===== src/design/rrss_pkg.sv =====
// Shared types, constants and helpers for the round robin sleep scheduler.
package rrss_pkg;

    localparam int SLOTS      = 16;
    localparam int SLOT_W     = (SLOTS > 1) ? $clog2(SLOTS) : 1;
    localparam int DIST_W     = SLOT_W + 1;
    localparam int SLEEP_W    = 16;
    localparam int SLICE_W    = 8;
    localparam int MODE_W     = 3;
    localparam int TGT_W      = 4;
    localparam int OUT_SLOT_W = 4;

    localparam logic [SLICE_W-1:0] SLICE_LIMIT_RST = 8'd16;

    typedef logic [SLOT_W-1:0] slot_idx_t;
    typedef logic [DIST_W-1:0] slot_dist_t;

    typedef enum logic [1:0] {
        SS_DEAD,
        SS_RUNNABLE,
        SS_RUNNING,
        SS_BLOCKED
    } slot_state_t;

    typedef enum logic [MODE_W-1:0] {
        MODE_TICK,
        MODE_SLEEP,
        MODE_BLOCK,
        MODE_EXIT,
        MODE_WAKE,
        MODE_FORK
    } mode_t;

    typedef enum logic [1:0] {
        PH_NONE,
        PH_SCAN,
        PH_COMMIT
    } phase_t;

    typedef enum logic [2:0] {
        CS_IDLE,
        CS_SCAN,
        CS_DECIDE,
        CS_COMMIT,
        CS_DONE
    } ctrl_state_t;

    typedef struct packed {
        logic [MODE_W-1:0]  mode;
        logic [SLEEP_W-1:0] sleep_ticks;
        logic [TGT_W-1:0]   target_slot;
    } in_t;

    typedef struct packed {
        logic [OUT_SLOT_W-1:0] running_slot;
        logic                  switched;
        logic [OUT_SLOT_W-1:0] new_slot;
        logic                  fork_failed;
    } out_t;

    typedef struct packed {
        slot_state_t        state;
        logic [SLEEP_W-1:0] sleep_left;
        logic               wait_forever;
        logic [SLICE_W-1:0] slice_used;
    } slot_rec_t;

    typedef struct packed {
        phase_t             phase;
        mode_t              mode;
        logic [SLEEP_W-1:0] sleep_ticks;
        logic               tick_en;
        logic               is_cur;
        logic               is_target;
        logic               is_sel;
        logic               is_fork_dst;
        logic               cont;
        logic               preempt;
        logic               resched;
        logic               fork_ok;
        logic [SLEEP_W-1:0] par_sleep;
        logic               par_wait;
        logic [SLICE_W-1:0] par_slice;
    } cell_cmd_t;

    localparam slot_rec_t REC_SLOT0 = '{
        state: SS_RUNNING, sleep_left: '0, wait_forever: 1'b0, slice_used: 8'd1};
    localparam slot_rec_t REC_DEAD = '{
        state: SS_DEAD, sleep_left: '0, wait_forever: 1'b0, slice_used: 8'd0};

    localparam cell_cmd_t CMD_IDLE = cell_cmd_t'('0);

    function automatic logic [OUT_SLOT_W-1:0] to_out_slot(input slot_idx_t idx);
        logic [31:0] wide;
        wide = 32'(idx);
        return wide[OUT_SLOT_W-1:0];
    endfunction

endpackage


===== src/design/round_robin_sleep_scheduler_unit.sv =====
// A transaction is taken only in the idle state, so a new one waits until the last result is loaded.
// The slot records sit in a ring that rotates one position per cycle, and each event
// needs a scan lap and a commit lap.
// Reset (aresetn low, synchronous): slot 0 running with slice count one, all other slots
// dead, running slot 0, slice limit 16; no result pending. No clearing pass is needed.
module round_robin_sleep_scheduler_unit (
    input  logic            aclk,
    input  logic            aresetn,
    input  logic            s_valid,
    output logic            s_ready,
    input  rrss_pkg::in_t   s_data,
    output logic            m_valid,
    input  logic            m_ready,
    output rrss_pkg::out_t  m_data,
    input  logic            cfg_wr_en,
    input  logic [7:0]      cfg_wr_data
);

    rrss_pkg::slot_rec_t  rec     [rrss_pkg::SLOTS];
    rrss_pkg::slot_rec_t  upd_rec [rrss_pkg::SLOTS];
    rrss_pkg::cell_cmd_t  tail_cmd;

    rrss_ctrl u_ctrl (
        .aclk        (aclk),
        .aresetn     (aresetn),
        .s_valid     (s_valid),
        .s_ready     (s_ready),
        .s_data      (s_data),
        .m_valid     (m_valid),
        .m_ready     (m_ready),
        .m_data      (m_data),
        .cfg_wr_en   (cfg_wr_en),
        .cfg_wr_data (cfg_wr_data),
        .head_rec    (rec[0]),
        .tail_upd    (upd_rec[rrss_pkg::SLOTS-1]),
        .tail_cmd    (tail_cmd)
    );

    // Each cell takes its neighbor's record; the head record wraps to the tail cell,
    // which applies the event update as it goes by.
    for (genvar k = 0; k < rrss_pkg::SLOTS; k++) begin : g_cell
        rrss_cell u_cell (
            .aclk    (aclk),
            .aresetn (aresetn),
            .rst_rec ((k == 0) ? rrss_pkg::REC_SLOT0 : rrss_pkg::REC_DEAD),
            .nb_rec  (rec[(k + 1) % rrss_pkg::SLOTS]),
            .cmd     ((k == rrss_pkg::SLOTS - 1) ? tail_cmd : rrss_pkg::CMD_IDLE),
            .rec     (rec[k]),
            .upd_rec (upd_rec[k])
        );
    end

endmodule


===== src/design/rrss_cell.sv =====
// One slot record of the rotating ring, with the update applied as it passes.
module rrss_cell (
    input  logic                 aclk,
    input  logic                 aresetn,
    input  rrss_pkg::slot_rec_t  rst_rec,
    input  rrss_pkg::slot_rec_t  nb_rec,
    input  rrss_pkg::cell_cmd_t  cmd,
    output rrss_pkg::slot_rec_t  rec,
    output rrss_pkg::slot_rec_t  upd_rec
);

    rrss_pkg::slot_rec_t             rec_reg;
    rrss_pkg::slot_rec_t             rec_next;
    logic [rrss_pkg::SLEEP_W-1:0]    dec;

    always_comb begin
        rec_next = nb_rec;
        dec      = nb_rec.sleep_left - 16'd1;
        case (cmd.phase)
            rrss_pkg::PH_SCAN: begin
                if (cmd.is_cur) begin
                    case (cmd.mode)
                        rrss_pkg::MODE_SLEEP: begin
                            if (cmd.sleep_ticks != '0) begin
                                rec_next.state        = rrss_pkg::SS_BLOCKED;
                                rec_next.sleep_left   = cmd.sleep_ticks;
                                rec_next.wait_forever = 1'b0;
                            end
                        end
                        rrss_pkg::MODE_BLOCK: begin
                            rec_next.state        = rrss_pkg::SS_BLOCKED;
                            rec_next.sleep_left   = '0;
                            rec_next.wait_forever = 1'b1;
                        end
                        rrss_pkg::MODE_EXIT: begin
                            rec_next.state = rrss_pkg::SS_DEAD;
                        end
                        default: begin
                        end
                    endcase
                end else if (cmd.tick_en && nb_rec.state == rrss_pkg::SS_BLOCKED &&
                             !nb_rec.wait_forever) begin
                    // A timed sleeper already at zero wraps and stays blocked.
                    rec_next.sleep_left = dec;
                    if (dec == '0) begin
                        rec_next.state = rrss_pkg::SS_RUNNABLE;
                    end
                end
                if (cmd.is_target && cmd.mode == rrss_pkg::MODE_WAKE &&
                    nb_rec.state == rrss_pkg::SS_BLOCKED) begin
                    rec_next.state        = rrss_pkg::SS_RUNNABLE;
                    rec_next.sleep_left   = '0;
                    rec_next.wait_forever = 1'b0;
                end
            end
            rrss_pkg::PH_COMMIT: begin
                if (cmd.is_cur && cmd.cont) begin
                    rec_next.slice_used = nb_rec.slice_used + 8'd1;
                end
                if (cmd.is_cur && cmd.preempt) begin
                    rec_next.state      = rrss_pkg::SS_RUNNABLE;
                    rec_next.slice_used = '0;
                end
                if (cmd.is_sel && cmd.resched) begin
                    rec_next.state      = rrss_pkg::SS_RUNNING;
                    rec_next.slice_used = 8'd1;
                end
                if (cmd.is_fork_dst && cmd.fork_ok) begin
                    rec_next.state        = rrss_pkg::SS_RUNNABLE;
                    rec_next.sleep_left   = cmd.par_sleep;
                    rec_next.wait_forever = cmd.par_wait;
                    rec_next.slice_used   = cmd.par_slice;
                end
            end
            default: begin
            end
        endcase
    end

    always_ff @(posedge aclk) begin
        if (!aresetn) begin
            rec_reg <= rst_rec;
        end else begin
            rec_reg <= rec_next;
        end
    end

    assign rec     = rec_reg;
    assign upd_rec = rec_next;

endmodule


===== src/design/rrss_ctrl.sv =====
// Sequencer: handshakes, scan bookkeeping, scheduling decision and result register.
module rrss_ctrl (
    input  logic                 aclk,
    input  logic                 aresetn,
    input  logic                 s_valid,
    output logic                 s_ready,
    input  rrss_pkg::in_t        s_data,
    output logic                 m_valid,
    input  logic                 m_ready,
    output rrss_pkg::out_t       m_data,
    input  logic                 cfg_wr_en,
    input  logic [7:0]           cfg_wr_data,
    input  rrss_pkg::slot_rec_t  head_rec,
    input  rrss_pkg::slot_rec_t  tail_upd,
    output rrss_pkg::cell_cmd_t  tail_cmd
);

    rrss_pkg::ctrl_state_t          state_reg, state_next;
    rrss_pkg::slot_idx_t            head_reg, head_next;
    rrss_pkg::slot_idx_t            cnt_reg, cnt_next;
    rrss_pkg::slot_idx_t            cur_reg;
    rrss_pkg::in_t                  item_reg;
    logic                           tick_en_reg;
    logic [rrss_pkg::SLICE_W-1:0]   slice_limit_reg;
    rrss_pkg::slot_state_t          cur_st_reg;
    logic [rrss_pkg::SLICE_W-1:0]   cur_sl_reg;
    logic [rrss_pkg::SLEEP_W-1:0]   par_sleep_reg;
    logic                           par_wait_reg;
    logic [rrss_pkg::SLICE_W-1:0]   par_slice_reg;
    logic                           dead_found_reg;
    rrss_pkg::slot_idx_t            dead_idx_reg;
    logic                           run_found_reg;
    rrss_pkg::slot_idx_t            run_idx_reg;
    rrss_pkg::slot_dist_t           run_dist_reg;
    logic                           cont_reg, resched_reg, preempt_reg;
    logic                           fork_ok_reg, fork_fail_reg;
    rrss_pkg::slot_idx_t            sel_reg;
    logic                           m_valid_reg, m_valid_next;
    rrss_pkg::out_t                 m_data_reg, m_data_next;

    rrss_pkg::mode_t                mode_in;
    logic                           tick_in;
    logic                           cnt_last;
    logic                           is_cur;
    logic                           run_cand;
    rrss_pkg::slot_dist_t           ring_gap;
    logic                           cont_c, resched_c, preempt_c;
    rrss_pkg::slot_state_t          st_after;
    rrss_pkg::slot_idx_t            sel_c;
    logic                           out_load;
    rrss_pkg::phase_t               phase;

    assign mode_in  = rrss_pkg::mode_t'(s_data.mode);
    assign tick_in  = (mode_in == rrss_pkg::MODE_TICK) ||
                      (mode_in == rrss_pkg::MODE_SLEEP && s_data.sleep_ticks != '0) ||
                      (mode_in == rrss_pkg::MODE_BLOCK) ||
                      (mode_in == rrss_pkg::MODE_EXIT);
    assign cnt_last = (cnt_reg == rrss_pkg::slot_idx_t'(rrss_pkg::SLOTS - 1));
    assign head_next = (head_reg == rrss_pkg::slot_idx_t'(rrss_pkg::SLOTS - 1)) ?
                       '0 : head_reg + rrss_pkg::slot_idx_t'(1);
    assign is_cur   = (head_reg == cur_reg);

    // Round robin distance from the running slot: the slot right after it is nearest.
    always_comb begin
        if (head_reg > cur_reg) begin
            ring_gap = {1'b0, head_reg} - {1'b0, cur_reg} - rrss_pkg::slot_dist_t'(1);
        end else begin
            ring_gap = {1'b0, head_reg} + rrss_pkg::slot_dist_t'(rrss_pkg::SLOTS)
                     - {1'b0, cur_reg} - rrss_pkg::slot_dist_t'(1);
        end
    end

    assign run_cand = (head_reg != '0) && !is_cur &&
                      (tail_upd.state == rrss_pkg::SS_RUNNABLE);

    // Decision once the scan has seen every slot.
    assign cont_c    = tick_en_reg && cur_st_reg == rrss_pkg::SS_RUNNING &&
                       cur_sl_reg < slice_limit_reg;
    assign resched_c = tick_en_reg && !cont_c;
    assign preempt_c = resched_c && cur_st_reg == rrss_pkg::SS_RUNNING;
    assign st_after  = preempt_c ? rrss_pkg::SS_RUNNABLE : cur_st_reg;
    assign sel_c     = run_found_reg ? run_idx_reg :
                       (st_after == rrss_pkg::SS_RUNNABLE) ? cur_reg : '0;

    // Next state.
    always_comb begin
        state_next = state_reg;
        case (state_reg)
            rrss_pkg::CS_IDLE: begin
                if (s_valid) begin
                    state_next = rrss_pkg::CS_SCAN;
                end
            end
            rrss_pkg::CS_SCAN: begin
                if (cnt_last) begin
                    state_next = rrss_pkg::CS_DECIDE;
                end
            end
            rrss_pkg::CS_DECIDE: begin
                state_next = rrss_pkg::CS_COMMIT;
            end
            rrss_pkg::CS_COMMIT: begin
                if (cnt_last) begin
                    state_next = rrss_pkg::CS_DONE;
                end
            end
            rrss_pkg::CS_DONE: begin
                if (!m_valid_reg || m_ready) begin
                    state_next = rrss_pkg::CS_IDLE;
                end
            end
            default: begin
                state_next = rrss_pkg::CS_IDLE;
            end
        endcase
    end

    // State outputs.
    always_comb begin
        s_ready  = 1'b0;
        phase    = rrss_pkg::PH_NONE;
        out_load = 1'b0;
        cnt_next = '0;
        case (state_reg)
            rrss_pkg::CS_IDLE: begin
                s_ready = 1'b1;
            end
            rrss_pkg::CS_SCAN: begin
                phase    = rrss_pkg::PH_SCAN;
                cnt_next = cnt_last ? '0 : cnt_reg + rrss_pkg::slot_idx_t'(1);
            end
            rrss_pkg::CS_COMMIT: begin
                phase    = rrss_pkg::PH_COMMIT;
                cnt_next = cnt_last ? '0 : cnt_reg + rrss_pkg::slot_idx_t'(1);
            end
            rrss_pkg::CS_DONE: begin
                out_load = !m_valid_reg || m_ready;
            end
            default: begin
            end
        endcase
    end

    always_comb begin
        tail_cmd             = rrss_pkg::CMD_IDLE;
        tail_cmd.phase       = phase;
        tail_cmd.mode        = rrss_pkg::mode_t'(item_reg.mode);
        tail_cmd.sleep_ticks = item_reg.sleep_ticks;
        tail_cmd.tick_en     = tick_en_reg;
        tail_cmd.is_cur      = is_cur;
        tail_cmd.is_target   = (32'(head_reg) == 32'(item_reg.target_slot));
        tail_cmd.is_sel      = (head_reg == sel_reg);
        tail_cmd.is_fork_dst = (head_reg == dead_idx_reg);
        tail_cmd.cont        = cont_reg;
        tail_cmd.preempt     = preempt_reg;
        tail_cmd.resched     = resched_reg;
        tail_cmd.fork_ok     = fork_ok_reg;
        tail_cmd.par_sleep   = par_sleep_reg;
        tail_cmd.par_wait    = par_wait_reg;
        tail_cmd.par_slice   = par_slice_reg;
    end

    always_comb begin
        m_valid_next = (m_valid_reg && !m_ready) || out_load;
        m_data_next  = m_data_reg;
        if (out_load) begin
            m_data_next.running_slot = rrss_pkg::to_out_slot(cur_reg);
            m_data_next.switched     = resched_reg;
            m_data_next.new_slot     = fork_ok_reg ? rrss_pkg::to_out_slot(dead_idx_reg) : '0;
            m_data_next.fork_failed  = fork_fail_reg;
        end
    end

    always_ff @(posedge aclk) begin
        if (!aresetn) begin
            state_reg       <= rrss_pkg::CS_IDLE;
            head_reg        <= '0;
            cnt_reg         <= '0;
            cur_reg         <= '0;
            slice_limit_reg <= rrss_pkg::SLICE_LIMIT_RST;
            m_valid_reg     <= 1'b0;
        end else begin
            state_reg   <= state_next;
            head_reg    <= head_next;
            cnt_reg     <= cnt_next;
            m_valid_reg <= m_valid_next;
            if (cfg_wr_en) begin
                slice_limit_reg <= cfg_wr_data;
            end
            if (state_reg == rrss_pkg::CS_COMMIT && cnt_last && resched_reg) begin
                cur_reg <= sel_reg;
            end
        end
    end

    always_ff @(posedge aclk) begin
        m_data_reg <= m_data_next;
        if (s_valid && s_ready) begin
            item_reg       <= s_data;
            tick_en_reg    <= tick_in;
            dead_found_reg <= 1'b0;
            run_found_reg  <= 1'b0;
        end
        if (state_reg == rrss_pkg::CS_SCAN) begin
            if (is_cur) begin
                cur_st_reg    <= tail_upd.state;
                cur_sl_reg    <= tail_upd.slice_used;
                par_sleep_reg <= head_rec.sleep_left;
                par_wait_reg  <= head_rec.wait_forever;
                par_slice_reg <= head_rec.slice_used;
            end
            if (tail_upd.state == rrss_pkg::SS_DEAD &&
                (!dead_found_reg || head_reg < dead_idx_reg)) begin
                dead_found_reg <= 1'b1;
                dead_idx_reg   <= head_reg;
            end
            if (run_cand && (!run_found_reg || ring_gap < run_dist_reg)) begin
                run_found_reg <= 1'b1;
                run_idx_reg   <= head_reg;
                run_dist_reg  <= ring_gap;
            end
        end
        if (state_reg == rrss_pkg::CS_DECIDE) begin
            cont_reg      <= cont_c;
            resched_reg   <= resched_c;
            preempt_reg   <= preempt_c;
            sel_reg       <= sel_c;
            fork_ok_reg   <= (rrss_pkg::mode_t'(item_reg.mode) == rrss_pkg::MODE_FORK) &&
                             dead_found_reg;
            fork_fail_reg <= (rrss_pkg::mode_t'(item_reg.mode) == rrss_pkg::MODE_FORK) &&
                             !dead_found_reg;
        end
    end

    assign m_valid = m_valid_reg;
    assign m_data  = m_data_reg;

endmodule


===== config.mk =====
export PLATFORM = sky130hd
export DESIGN_NAME = round_robin_sleep_scheduler_unit
export DESIGN_NICKNAME = d
export VERILOG_FILES = /design/src/design/rrss_pkg.sv /design/src/design/round_robin_sleep_scheduler_unit.sv /design/src/design/rrss_cell.sv /design/src/design/rrss_ctrl.sv
export SDC_FILE = /design/constraint.sdc
export NUM_CORES = 1
export LEC_CHECK = 0
export ABC_AREA = 1
export BUFFER_PORTS_ARGS = -buffer_cell sky130_fd_sc_hd__buf_2
export CORE_MARGIN = 2
export CORE_UTILIZATION = 50
export CTS_BUF_LIST = sky130_fd_sc_hd__clkbuf_4
export DETAILED_ROUTE_END_ITERATION = 10
export GPL_TIMING_DRIVEN = 0
export PLACE_DENSITY = 0.74
export SLEW_MARGIN = 20
export SYNTH_ARGS = -nofsm -noshare
export SYNTH_HDL_FRONTEND = slang
export SYNTH_SLANG_ARGS = --single-unit

===== constraint.sdc =====
create_clock -name aclk -period 3.6 [get_ports aclk]
set_clock_uncertainty 0.1 [all_clocks]
set_input_delay 0.72 -clock aclk [delete_from_list [all_inputs] [get_ports aclk]]
set_output_delay 0.72 -clock aclk [all_outputs]
set_load 0.005 [all_outputs]

# == Word-level counts from Yosys, hierarchy flattened ==
# Cells that the tools add are included.
# word_totals
regBits,549
# op_classes
add_sub_neg,9
n_lt_le_gt_ge,4
eq_ne,28
muxes,34
bitwise,2
reduce_logical,51
# ops
cell,n
2-to-1 mux 19 bit,2
one-hot mux 19 bit (2 select lines),1
2-to-1 mux 18 bit,2
one-hot mux 17 bit (2 select lines),1
2-to-1 mux 8 bit,4
nonzero test 16 bit,2
2-to-1 mux 27 bit,1
logical AND 1 bit,23
"equality test 3 x 2 -> 1 bit, second input constant",6
equality test 4 bit,4
logical NOT 16 bit,1
"subtractor 16 x 1 -> 16 bit, second input constant",1
one-hot mux 3 bit (5 select lines),1
2-to-1 mux 3 bit,4
"subtractor 5 x 1 -> 5 bit, second input constant",2
"equality test 3 x 1 -> 1 bit, second input constant",3
"equality test 3 bit, second input constant",3
2-to-1 mux 1 bit,9
"adder 4 x 1 -> 4 bit, second input constant",2
"adder 8 x 1 -> 8 bit, second input constant",1
"equality test 4 bit, second input constant",2
less-than comparator 8 bit,1
2-to-1 mux 2 bit,4
2-to-1 mux 4 bit,2
23 further kinds,46

# == Depth between registers and ports, before layout ==
# Gate-level depths: netlist of the first run.
# depth
word_depth,12
ltp_mapped,19
ltp_nobuf,19

# == By module ==
# From an unflattened synthesis of the first run, not the netlist that was laid out.
# unflattened
hier_cells,8985
area_unflattened_um2,53164.7
# modules_own_cells
module,instances,cells_each,area_each_um2
rrss_cell (g_cell[2].u_cell ...),7,535,3022.9
rrss_cell (g_cell[0].u_cell ...),6,538,3019.1
rrss_ctrl,1,404,4870.9
rrss_cell (g_cell[9].u_cell),1,536,3044.2
rrss_cell (g_cell[1].u_cell),1,536,2992.9
rrss_cell (g_cell[11].u_cell),1,534,2974.1
round_robin_sleep_scheduler_unit,1,2,7.5

# == Worst setup path after synthesis of the first run ==
# OpenSTA, ideal clock, no wires.
# synth_path
path_kind,register to register
from,register u_ctrl.head_reg[2]
to,register u_ctrl.cur_sl_reg[0] (netlist bit) (enable)
setup_time_ps,427
arrival_ps,2758
required_ps,3073
setup_slack_ps,314
path_stages_with_launch,6
n_path_buf,2
path_cell_list,dfxtp_1 > ha_1 > nand4_2 > buf_6 > clkbuf_1 > nor2_1
# synth_via
elab_chain_cells,2
# synth_rtl
element,line,text
start: declaration,rrss_ctrl.sv:19,"rrss_pkg::slot_idx_t head_reg, head_next;"
start signal: assignment,rrss_ctrl.sv:184,head_reg <= head_next;
equality test 4 bit,rrss_ctrl.sv:61,assign is_cur = (head_reg == cur_reg);
AND reduction 2 bit (no line),n/a,
end signal: assignment,rrss_ctrl.sv:207,cur_sl_reg <= tail_upd.slice_used;
end: declaration,rrss_ctrl.sv:26,logic [rrss_pkg::SLICE_W-1:0] cur_sl_reg;
# No other way between the ends.
# A chain may end at the register's enable or synchronous reset.

# == Final worst setup path of the first run ==
# layout_path
from,register u_ctrl.cur_reg[1]
to,register u_ctrl.run_idx_reg[1] (enable)
# layout_via
elab_cells_between_ends,22
cone_classes,add/sub: 4; order compare: 2; eq/ne: 2; mux: 7; reduce/logical: 7
# layout_rtl
element,line,text
start: declaration,rrss_ctrl.sv:21,rrss_pkg::slot_idx_t cur_reg;
start signal: assignment,rrss_ctrl.sv:191,cur_reg <= sel_reg;
subtractor 5 x 4 -> 5 bit or subtractor 4 x 4 -> 5 bit (tied branches),"rrss_ctrl.sv:69, rrss_ctrl.sv:66",
subtractor 5 x 1 -> 5 bit (on tied branches),"rrss_ctrl.sv:69, rrss_ctrl.sv:66",
2-to-1 mux 5 bit (*),rrss_ctrl.sv:65,if (head_reg > cur_reg) begin
net u_ctrl.ring_gap[4],rrss_ctrl.sv:46,rrss_pkg::slot_dist_t ring_gap;
less-than comparator 5 bit (*),rrss_ctrl.sv:217,if (run_cand && (!run_found_reg || ring_gap < run_dist_reg)) begin
logical OR 1 bit (*),rrss_ctrl.sv:217,
logical AND 1 bit (*),rrss_ctrl.sv:217,
AND reduction 2 bit (no line) (*),n/a,
end signal: assignment,rrss_ctrl.sv:219,run_idx_reg <= head_reg;
end: declaration,rrss_ctrl.sv:33,rrss_pkg::slot_idx_t run_idx_reg;
# The timed path passes the listed nets; every way through them passes the cells marked *.

==> results.yml, run 1 <==
pwr:
  powerDensity_mw_per_mm2: 607
  p_leak_nw: 11.9
  peakVddDrop_uv: 366
  power.total_w: 0.0131
clock_network:
  postCtsSetupRepairBufs: 0
  cts_tree: "built"
  root_buffer: "clkbuf_4"
  clock_sinks: 549
  path_clk_slew_ns: 0.06
  cts_inserted_buffers: 134
  clockBufferDepth: 3
  clkLatencyLatePin_ns: 0.83
  h-tree-depth: 4
setup_path:
  cpPeakStageDelay_ns: 0.48
  crit-reg2reg-launch: "u_ctrl.cur_reg[1]"
  crit_arrival_ns: 3.58
  r2r_slack_ns: 0.42
  path_common_cell: "nand2_1"
  endpoint_kind: "register"
  crit_slowest_cell: "dfxtp_1"
  worst_ep_required_time_ns: 4.00
  reg2reg_depth: 16
  rr_endpoint: "u_ctrl.run_idx_reg[1]"
  cp_cell_sequence: "inv_1 > ha_1 > nand4_2 > buf_6 > nand2_1 > xnor2_1 > ha_1 > nand2_1 > nor2_1 > o21ai_0 > o211ai_1 > nand2_1 > nand3_1 > inv_1 > nand3_2 > inv_2"
  worstSetupPathType: "reg2reg"
  cp_max_fo: 19
  critPathLaunchType: "register"
routing:
  ant_nets: 0
  wl_mm: 38.6
  post_drt_wl_per_cell_um: 13.4
  vias_per_cell: 4.67
  drc: 0
  dr.pass1.iters: 5
  drtIter0Drc: 661
  vias: 13437
die:
  die_h_um: 197
  floorplan.initialDensity_pct: 50.9
  die_w_um: 197
  dieArea_mm2: 0.0389
  fp.coreArea_mm2: 0.0367
  ioPinCount: 48
  std_cell_rows: 70
final_layout:
  syn_to_final_growth_pct: 15.3
  finish.utilization_pct: 58.6
  drive_gt1_share_pct: 12.3
  largest_register_ffs: 432
  fin_nets: 2372
  post-route-cell-area_mm2: 0.0215
global_routing:
  grt_pass1_vias: 13643
  grt_use_met2_pct: 34.4
  grt.total_usage_pct: 20.9
  gr-total-overflow: 0
  grt_first_pass_wirelength_mm: 64.2
  grt_busiest_layer: "met2"
  grt_antenna_before_repair: 1
  grt_max_degree: 25
  use_met3_pct: 5.74
  use_met1_pct: 25.9
synthesis:
  synthMuxAreaShare_pct: 0
  synth_edf_count: 91
  synth_flop_cell: "dfxtp_1"
  synth-compound-area-share_pct: 6.36
  async_reset_ff_share_pct: 0
  synthDominantCellAreaShare_pct: 49.1
  syn_area_mm2: 0.0187
  synth_seq_cells: 549
  synth_cell_types: 43
  synth_top_family_by_area: "simple AND/OR/NAND/NOR gates"
  synthesis.nets: 2165
  ys_warn_count: 0
  yosysTopAreaCell: "dfxtp_1"
  synth-seq-area-share_pct: 63.8
  synthTopCellsByArea: "dfxtp_1 49%, edfxtp_1 15%, nand2_1 11%, inv_1 10%, o21ai_0 2.3%"
  yosys.area_share.xor_xnor_pct: 0.422
  synthSimpleGateAreaFrac_pct: 15.5
  syn_area_per_cell_um2: 8.89
  syn-instance-count: 2099
  synth_fa_ha_area_share_pct: 2.05
timing:
  setup_viol: 0
  min_period_over_period_pct: 88.3
  clock.fmax_mhz: 314
  rsz0062_at_grt: "no"
  slew_headroom_pct: 36.7
  slew_violations: 0
  worst_pin_slew_ns: 0.949
  finalHoldViolations: 0
  period_minus_slack_ns: 3.18
  fin_ws_ns: 0.420
outcome:
  status: "complete, no violations"
placement:
  dpl_cell_area_mm2: 0.0195
  dpl.hpwl_mm: 26.5
  gp_congestion: 0.914
  dp_slack_ns: -0.142
  port_buffers: 46
flow_run:
  maxCapViolCount: 0
min_path:
  hold_path_startpoint: "cfg_wr_data[1]"
  hold_path_depth: 3
  worstHoldPathType: "in2reg"
  hold_path_end: "u_ctrl.slice_limit_reg[1]"
-- cell type report --
| type | instances | area, um^2 |
|---|---|---|
| diodes | 1 | 2.50 |
| plain buffers | 71 | 283 |
| clock buffers | 194 | 1460 |
| clock inverters | 44 | 293 |
| fillers | 3186 | 15200 |
| inverters | 514 | 1930 |
| multi-input cells | 964 | 4550 |
| flip-flops and latches | 549 | 11900 |
| well taps | 468 | 586 |
| repair buffers | 72 | 508 |
-- synthesized netlist by cell type (all sizes together), types with 4 or more instances --
cell	n
nand4	7
xnor2	5
a22oi	6
a21oi	63
edfxtp	91
o21ai	91
nor4	5
dfxtp	458
buf	10
nor3	7
o211ai	11
nor2	97
and2	9
clkbuf	62
ha	29
nand2	549
xor2	4
a211oi	6
inv	514
o22ai	8
nand3	34
a31oi	18
-- per-stage QoR --
step,instances,hold slack (ns),setup TNS (ns)
floorplan,2099,0.290,0
global placement,2613,0.294,-28.32
detailed placement,2614,0.296,-1.28
CTS,2876,0.0107,0
global route,2877,0.0158,0
finish,2877,0.0824,0
-- per-layer routing --
metal / share of wire, % / vias up
li1: - / 6746
met3: 5.8 / 66
met2: 47 / 349
met1: 45 / 6276
met5: 0 / -
met4: 2.0 / 0
-- placed cells by master, fill, tap and decap left out, types with 29 or more instances in the layout --
cell type	Yosys	final
a21oi_1	62	62
o21ai_0	86	86
ha_1	29	29
inv_1	510	510
clkbuf_1	62	61
nor2_1	89	88
nand2_1	544	544
edfxtp_1	91	91
nand3_1	32	32
dfxtp_1	458	458
clkbuf_4	0	194
buf_2	7	53
-- how the worst max path moves through the flow --
| stage | start | endpoint | slack, ns | cells past startpoint |
|---|---|---|---|---|
| finish | u_ctrl.cur_reg[1] | u_ctrl.run_idx_reg[1] | 0.42 | 16 |
| global route | u_ctrl.cur_reg[1] | u_ctrl.run_idx_reg[1] | 0.10 | 16 |
| CTS | u_ctrl.cur_reg[1] | u_ctrl.run_idx_reg[1] | 0.39 | 16 |
| detailed placement | u_ctrl.cur_reg[1] | u_ctrl.run_dist_reg[3] | -0.14 | 17 |
| global placement | u_ctrl.cur_reg[1] | u_ctrl.par_sleep_reg[9] | -0.80 | 6 |
| floorplan | u_ctrl.head_reg[2] | u_ctrl.cur_sl_reg[0] | 0.31 | 5 |
-- kinds of logic after synthesis --
logic type | count (synthesis)
buffers and inverters | 586
and+or+nand+nor | 715
AOI/OAI and AO/OA | 210
adders and majority gates | 30
xor gates and xnor gates | 9
DFF | 549
-- critical path, delay by kind of cell, from the launching register on --
family	cells	cell delay, ns
AND/OR/NAND/NOR	7	0.65
adder cells (fa/ha/maj)	2	0.63
buffers and inverters	4	0.60
flip-flops	1	0.48
AO/OA/AOI/OAI	2	0.21
XOR/XNOR	1	0.20
-- where the power goes --
part	leakage (nW)	switching [W]	internal [W]	total (W)
registers	4.54	0.000134	0.00660	0.00673
clock network	1.02	0.00241	0.00272	0.00513
logic	6.37	0.000839	0.000354	0.00119
total	11.9	0.00338	0.00967	0.0131
-- repair_timing --
| action | 4_1_cts | 5_1_grt |
|---|---|---|
| endpoints found under the hold margin | 24 | 0 |
| setup endpoints to repair | 9 | 0 |
| hold buffers | 25 | 0 |
| gates resized for setup | 0 | 0 |
No activity file was read; power rests on OpenSTA's default activity.
==> inputs of run 2 (changes only) <==
Settings changed: HOLD_SLACK_MARGIN set to 0.15.
==> results.yml, run 2 (synthesis results as in run 1) <==
timing:
  fin_ws_ns: 0.439
  period_minus_slack_ns: 3.16
  setup_viol: 0
  clock.fmax_mhz: 316
  worst_pin_slew_ns: 0.961
  timing.hold.ws_ns: 0.276
  fin_tns_setup_ns: 0
  slew_violations: 0
  rsz0062_at_grt: "no"
  slew_headroom_pct: 36.0
  finalHoldViolations: 0
  min_period_over_period_pct: 87.8
routing:
  vias: 13482
  post_drt_wl_per_cell_um: 13.4
  wl_mm: 38.7
  dr.pass1.iters: 5
  vias_per_cell: 4.67
  ant_nets: 0
  drc: 0
  drtIter0Drc: 638
final_layout:
  drive_gt1_share_pct: 12.2
  final_cell_mix: "544 x nand2_1, 510 x inv_1, 458 x dfxtp_1"
  post-route-cell-area_mm2: 0.0216
  fin_nets: 2381
  largest_register_ffs: 432
  final_common_cell: "nand2_1"
  syn_to_final_growth_pct: 15.7
placement:
  dpl.hpwl_mm: 26.5
  dp_slack_ns: -0.142
  port_buffers: 46
  gp_congestion: 0.914
  dpl_cell_area_mm2: 0.0195
die:
  die_w_um: 197
  dieArea_mm2: 0.0389
  ioPinCount: 48
  std_cell_rows: 70
  fp.coreArea_mm2: 0.0367
  die_h_um: 197
  floorplan.initialDensity_pct: 50.9
global_routing:
  grt_first_pass_wirelength_mm: 64.3
  grt.total_usage_pct: 20.9
  gr-total-overflow: 0
  grt_max_degree: 25
  grt_antenna_before_repair: 1
  grt_pass1_vias: 13679
clock_network:
  h-tree-depth: 4
  root_buffer: "clkbuf_4"
  path_clk_slew_ns: 0.06
  clock_sinks: 549
  clockBufferDepth: 3
  cts_inserted_buffers: 134
  clkLatencyLatePin_ns: 0.82
  cts-resized-gates: 0
  cts_tree: "built"
setup_path:
  cp_max_fo: 19
  endpoint_kind: "register"
  critPathLaunchType: "register"
  crit_arrival_ns: 3.56
  worstSetupPathType: "reg2reg"
  worst_ep_required_time_ns: 4.00
pwr:
  peakVddDrop_uv: 366
  powerDensity_mw_per_mm2: 605
  p_leak_nw: 12.0
  power.total_w: 0.0131
min_path:
  worstHoldPathType: "reg2reg"
flow_run:
  maxCapViolCount: 0
outcome:
  status: "complete, no violations"
[run 2: cell types whose count changed in the layout (fill, tap and decap cells not counted), sizes merged]
| cell | delta |
|---|---|
| dlygate4sd3 | +9 |
[run 2: power breakdown]
part	switching, W	internal (W)	total, W
Combinational	0.000840	0.000360	0.00120
Sequential	0.000135	0.00660	0.00673
Clock	0.00241	0.00272	0.00513
Total	0.00339	0.00968	0.0131
[run 2: final timing paths]
path                             from                        to  slack [ns]  depth (start not counted)
max reg2reg         u_ctrl.cur_reg[1]     u_ctrl.run_idx_reg[1]        0.44                         16
max                 u_ctrl.cur_reg[1]     u_ctrl.run_idx_reg[1]        0.44                         16
min reg2reg  g_cell[5].u_cell.rec[12]  g_cell[4].u_cell.rec[12]        0.28                          2
min          g_cell[5].u_cell.rec[12]  g_cell[4].u_cell.rec[12]        0.28                          2
[run 2: critical path, stage by stage (launching register included)]
cell	delay [ns]
dfxtp_1	0.47
inv_1	0.08
ha_1	0.35
nand4_2	0.19
buf_6	0.23
nand2_1	0.09
xnor2_1	0.20
ha_1	0.28
nand2_1	0.09
nor2_1	0.04
o21ai_0	0.06
o211ai_1	0.15
nand2_1	0.09
nand3_1	0.06
inv_1	0.08
nand3_2	0.09
inv_2	0.19
[run 2: layout make-up]
cell class / count / area, um^2
Sequential cell: 549 / 11900
Timing Repair Buffer: 81 / 598
Tap cell: 468 / 586
Clock buffer: 194 / 1460
Inverter: 514 / 1930
Fill cell: 3174 / 15100
Multi-Input combinational cell: 964 / 4550
Clock inverter: 44 / 293
Antenna cell: 1 / 2.50
Buffer: 71 / 283
[run 2: through the flow]
step	instances	utilization [%]
floorplan	2099	-
global placement	2613	53.1
detailed placement	2614	53.2
CTS	2885	58.9
global route	2886	58.9
finish	2886	58.9
[run 2: timing repair]
action | 4_1_cts | 5_1_grt
endpoints found under the setup margin | 9 | 0
endpoints found under the hold margin | 35 | 0
setup buffers | 0 | 0
hold buffers | 34 | 0
[run 2: layer usage]
metal / global-route usage [%] / vias to the layer above / part of all wire, %
met5: 0 / - / 0
met4: 8.66 / 0 / 2.1
met3: 5.74 / 75 / 5.8
met2: 34.5 / 361 / 47
met1: 25.8 / 6285 / 45
li1: - / 6761 / -
==> inputs of run 3 (changes only) <==
Settings changed: BUFFER_PORTS_ARGS -buffer_cell sky130_fd_sc_hd__buf_2 to -buffer_cell sky130_fd_sc_hd__clkbuf_2.
==> results.yml, run 3 (synthesis results as in run 1) <==
outcome:
  status: "complete, no violations"
timing:
  period_minus_slack_ns: 3.25
  rsz0062_at_grt: "no"
  slew_violations: 0
  setup_viol: 0
  fin_ws_ns: 0.349
  finalHoldViolations: 0
  worst_pin_slew_ns: 0.927
  slew_headroom_pct: 38.2
  clock.fmax_mhz: 308
  min_period_over_period_pct: 90.3
placement:
  gp_congestion: 0.885
  port_buffers: 46
  dpl.hpwl_mm: 26.6
  dpl_cell_area_mm2: 0.0195
  dp_slack_ns: -0.203
die:
  floorplan.initialDensity_pct: 50.9
  ioPinCount: 48
  dieArea_mm2: 0.0389
  die_h_um: 197
  die_w_um: 197
  std_cell_rows: 70
  fp.coreArea_mm2: 0.0367
final_layout:
  final_cell_mix: "544 x nand2_1, 510 x inv_1, 458 x dfxtp_1"
  syn_to_final_growth_pct: 15.7
  multi_input_area_mm2: 0.00455
  register_area_mm2: 0.0119
  drive_gt1_share_pct: 12.2
  final_common_cell: "nand2_1"
  fillers: 3145
  fin_nets: 2379
  post-route-cell-area_mm2: 0.0216
  largest_register_ffs: 432
setup_path:
  worstSetupPathType: "reg2reg"
  cp_cell_sequence: "ha_1 > nand4_2 > buf_6 > nand2_1 > xnor2_1 > ha_1 > nand2_1 > nor2_1 > o21ai_0 > o211ai_1 > nand2_1 > nand3_1 > inv_1 > nand3_2 > inv_2"
  path_common_cell: "nand2_1"
  critPathLaunchType: "register"
  endpoint_kind: "register"
  worst_ep_required_time_ns: 3.98
  crit_arrival_ns: 3.64
  cp_max_fo: 19
  cpPeakStageDelay_ns: 0.55
  crit_slowest_cell: "dfxtp_1"
clock_network:
  path_clk_slew_ns: 0.06
  cts_tree: "built"
  h-tree-depth: 4
  clkLatencyLatePin_ns: 0.79
  clock_sinks: 549
  cts_inserted_buffers: 132
  clockBufferDepth: 3
  postCtsSetupRepairBufs: 0
  root_buffer: "clkbuf_4"
routing:
  vias_per_cell: 4.63
  drc: 0
  drtIter0Drc: 791
  vias: 13288
  post_drt_wl_per_cell_um: 13.4
  ant_nets: 0
  wl_mm: 38.6
  dr.pass1.iters: 6
global_routing:
  grt.total_usage_pct: 20.5
  grt_pass1_vias: 13304
  gr-total-overflow: 0
  grt_antenna_before_repair: 3
  grt_max_degree: 25
  grt_first_pass_wirelength_mm: 63.2
pwr:
  p_seq_share_pct: 51.3
  clkPwrFrac_pct: 39.6
  peakVddDrop_uv: 373
  comb_power_share_pct: 9.1
  switching_share_pct: 25.1
  powerDensity_mw_per_mm2: 608
  switchingPower_w: 0.00329
  intPower_w: 0.00984
  p_leak_nw: 12.0
min_path:
  worstHoldPathType: "in2reg"
flow_run:
  maxCapViolCount: 0
==> run 3: per-stage QoR <==
stage	utilization (%)	hold slack (ns)	instances	power, W	setup TNS, ns
after floorplan	-	0.290	2099	0.00759	0
after global placement	53.1	0.293	2613	0.00795	-27.66
after detailed placement	53.2	0.297	2614	0.00801	-1.82
after CTS	58.8	0.161	2867	0.0133	0
after global routing	58.8	0.183	2868	0.0138	0
final	58.8	0.226	2869	0.0131	0
==> run 3: per-layer routing <==
layer | wire [um] | up-vias | track usage (%) | share of wire [%]
met3 | 2480 | 65 | 5.98 | 6.4
met4 | 742 | 0 | 8.02 | 1.9
met1 | 17000 | 6123 | 25.0 | 44
li1 | - | 6761 | - | -
met5 | 0 | - | 0 | 0
met2 | 18400 | 339 | 34.4 | 48
==> run 3: power by group through the flow <==
stage	clock [W]	combinational, W	sequential [W]
final	0.00520	0.00120	0.00673
after global placement	0	0.00109	0.00686
after detailed placement	0	0.00115	0.00686
after floorplan	0	0.000775	0.00681
after global routing	0.00567	0.00134	0.00676
after CTS	0.00535	0.00118	0.00673
==> run 3: final cells by class <==
type	instances	area share, %
Inverter	514	8.94
Antenna cell	2	0.0232
Sequential cell	549	55.1
Clock inverter	27	1.31
Clock buffer	193	6.71
Buffer	71	1.31
Tap cell	468	2.71
Multi-Input combinational cell	964	21.1
Timing Repair Buffer	81	2.77
==> run 3: what timing repair did <==
action,4_1_cts,5_1_grt
setup endpoints to repair,9,0
gates resized for setup,0,0
hold endpoints to repair,33,0
hold buffers,34,0
==> run 3: worst paths after layout <==
check,to,slack [ns],cells after the start,startpoint
max,u_ctrl.run_dist_reg[2],0.35,15,u_ctrl.head_reg[3]
min,u_ctrl.dead_found_reg,0.23,4,s_valid
min reg2reg,g_cell[4].u_cell.rec[9],0.28,2,g_cell[5].u_cell.rec[9]
max reg2reg,u_ctrl.run_dist_reg[2],0.35,15,u_ctrl.head_reg[3]
==> run 3: critical path, delay by kind of cell, from the launching register on <==
family	cells	cell delay, ns
xor gates and xnor gates	1	0.23
adders and majority gates	2	0.66
and+or+nand+nor	7	0.67
DFF	1	0.55
buffers and inverters	3	0.51
AOI/OAI and AO/OA	2	0.21
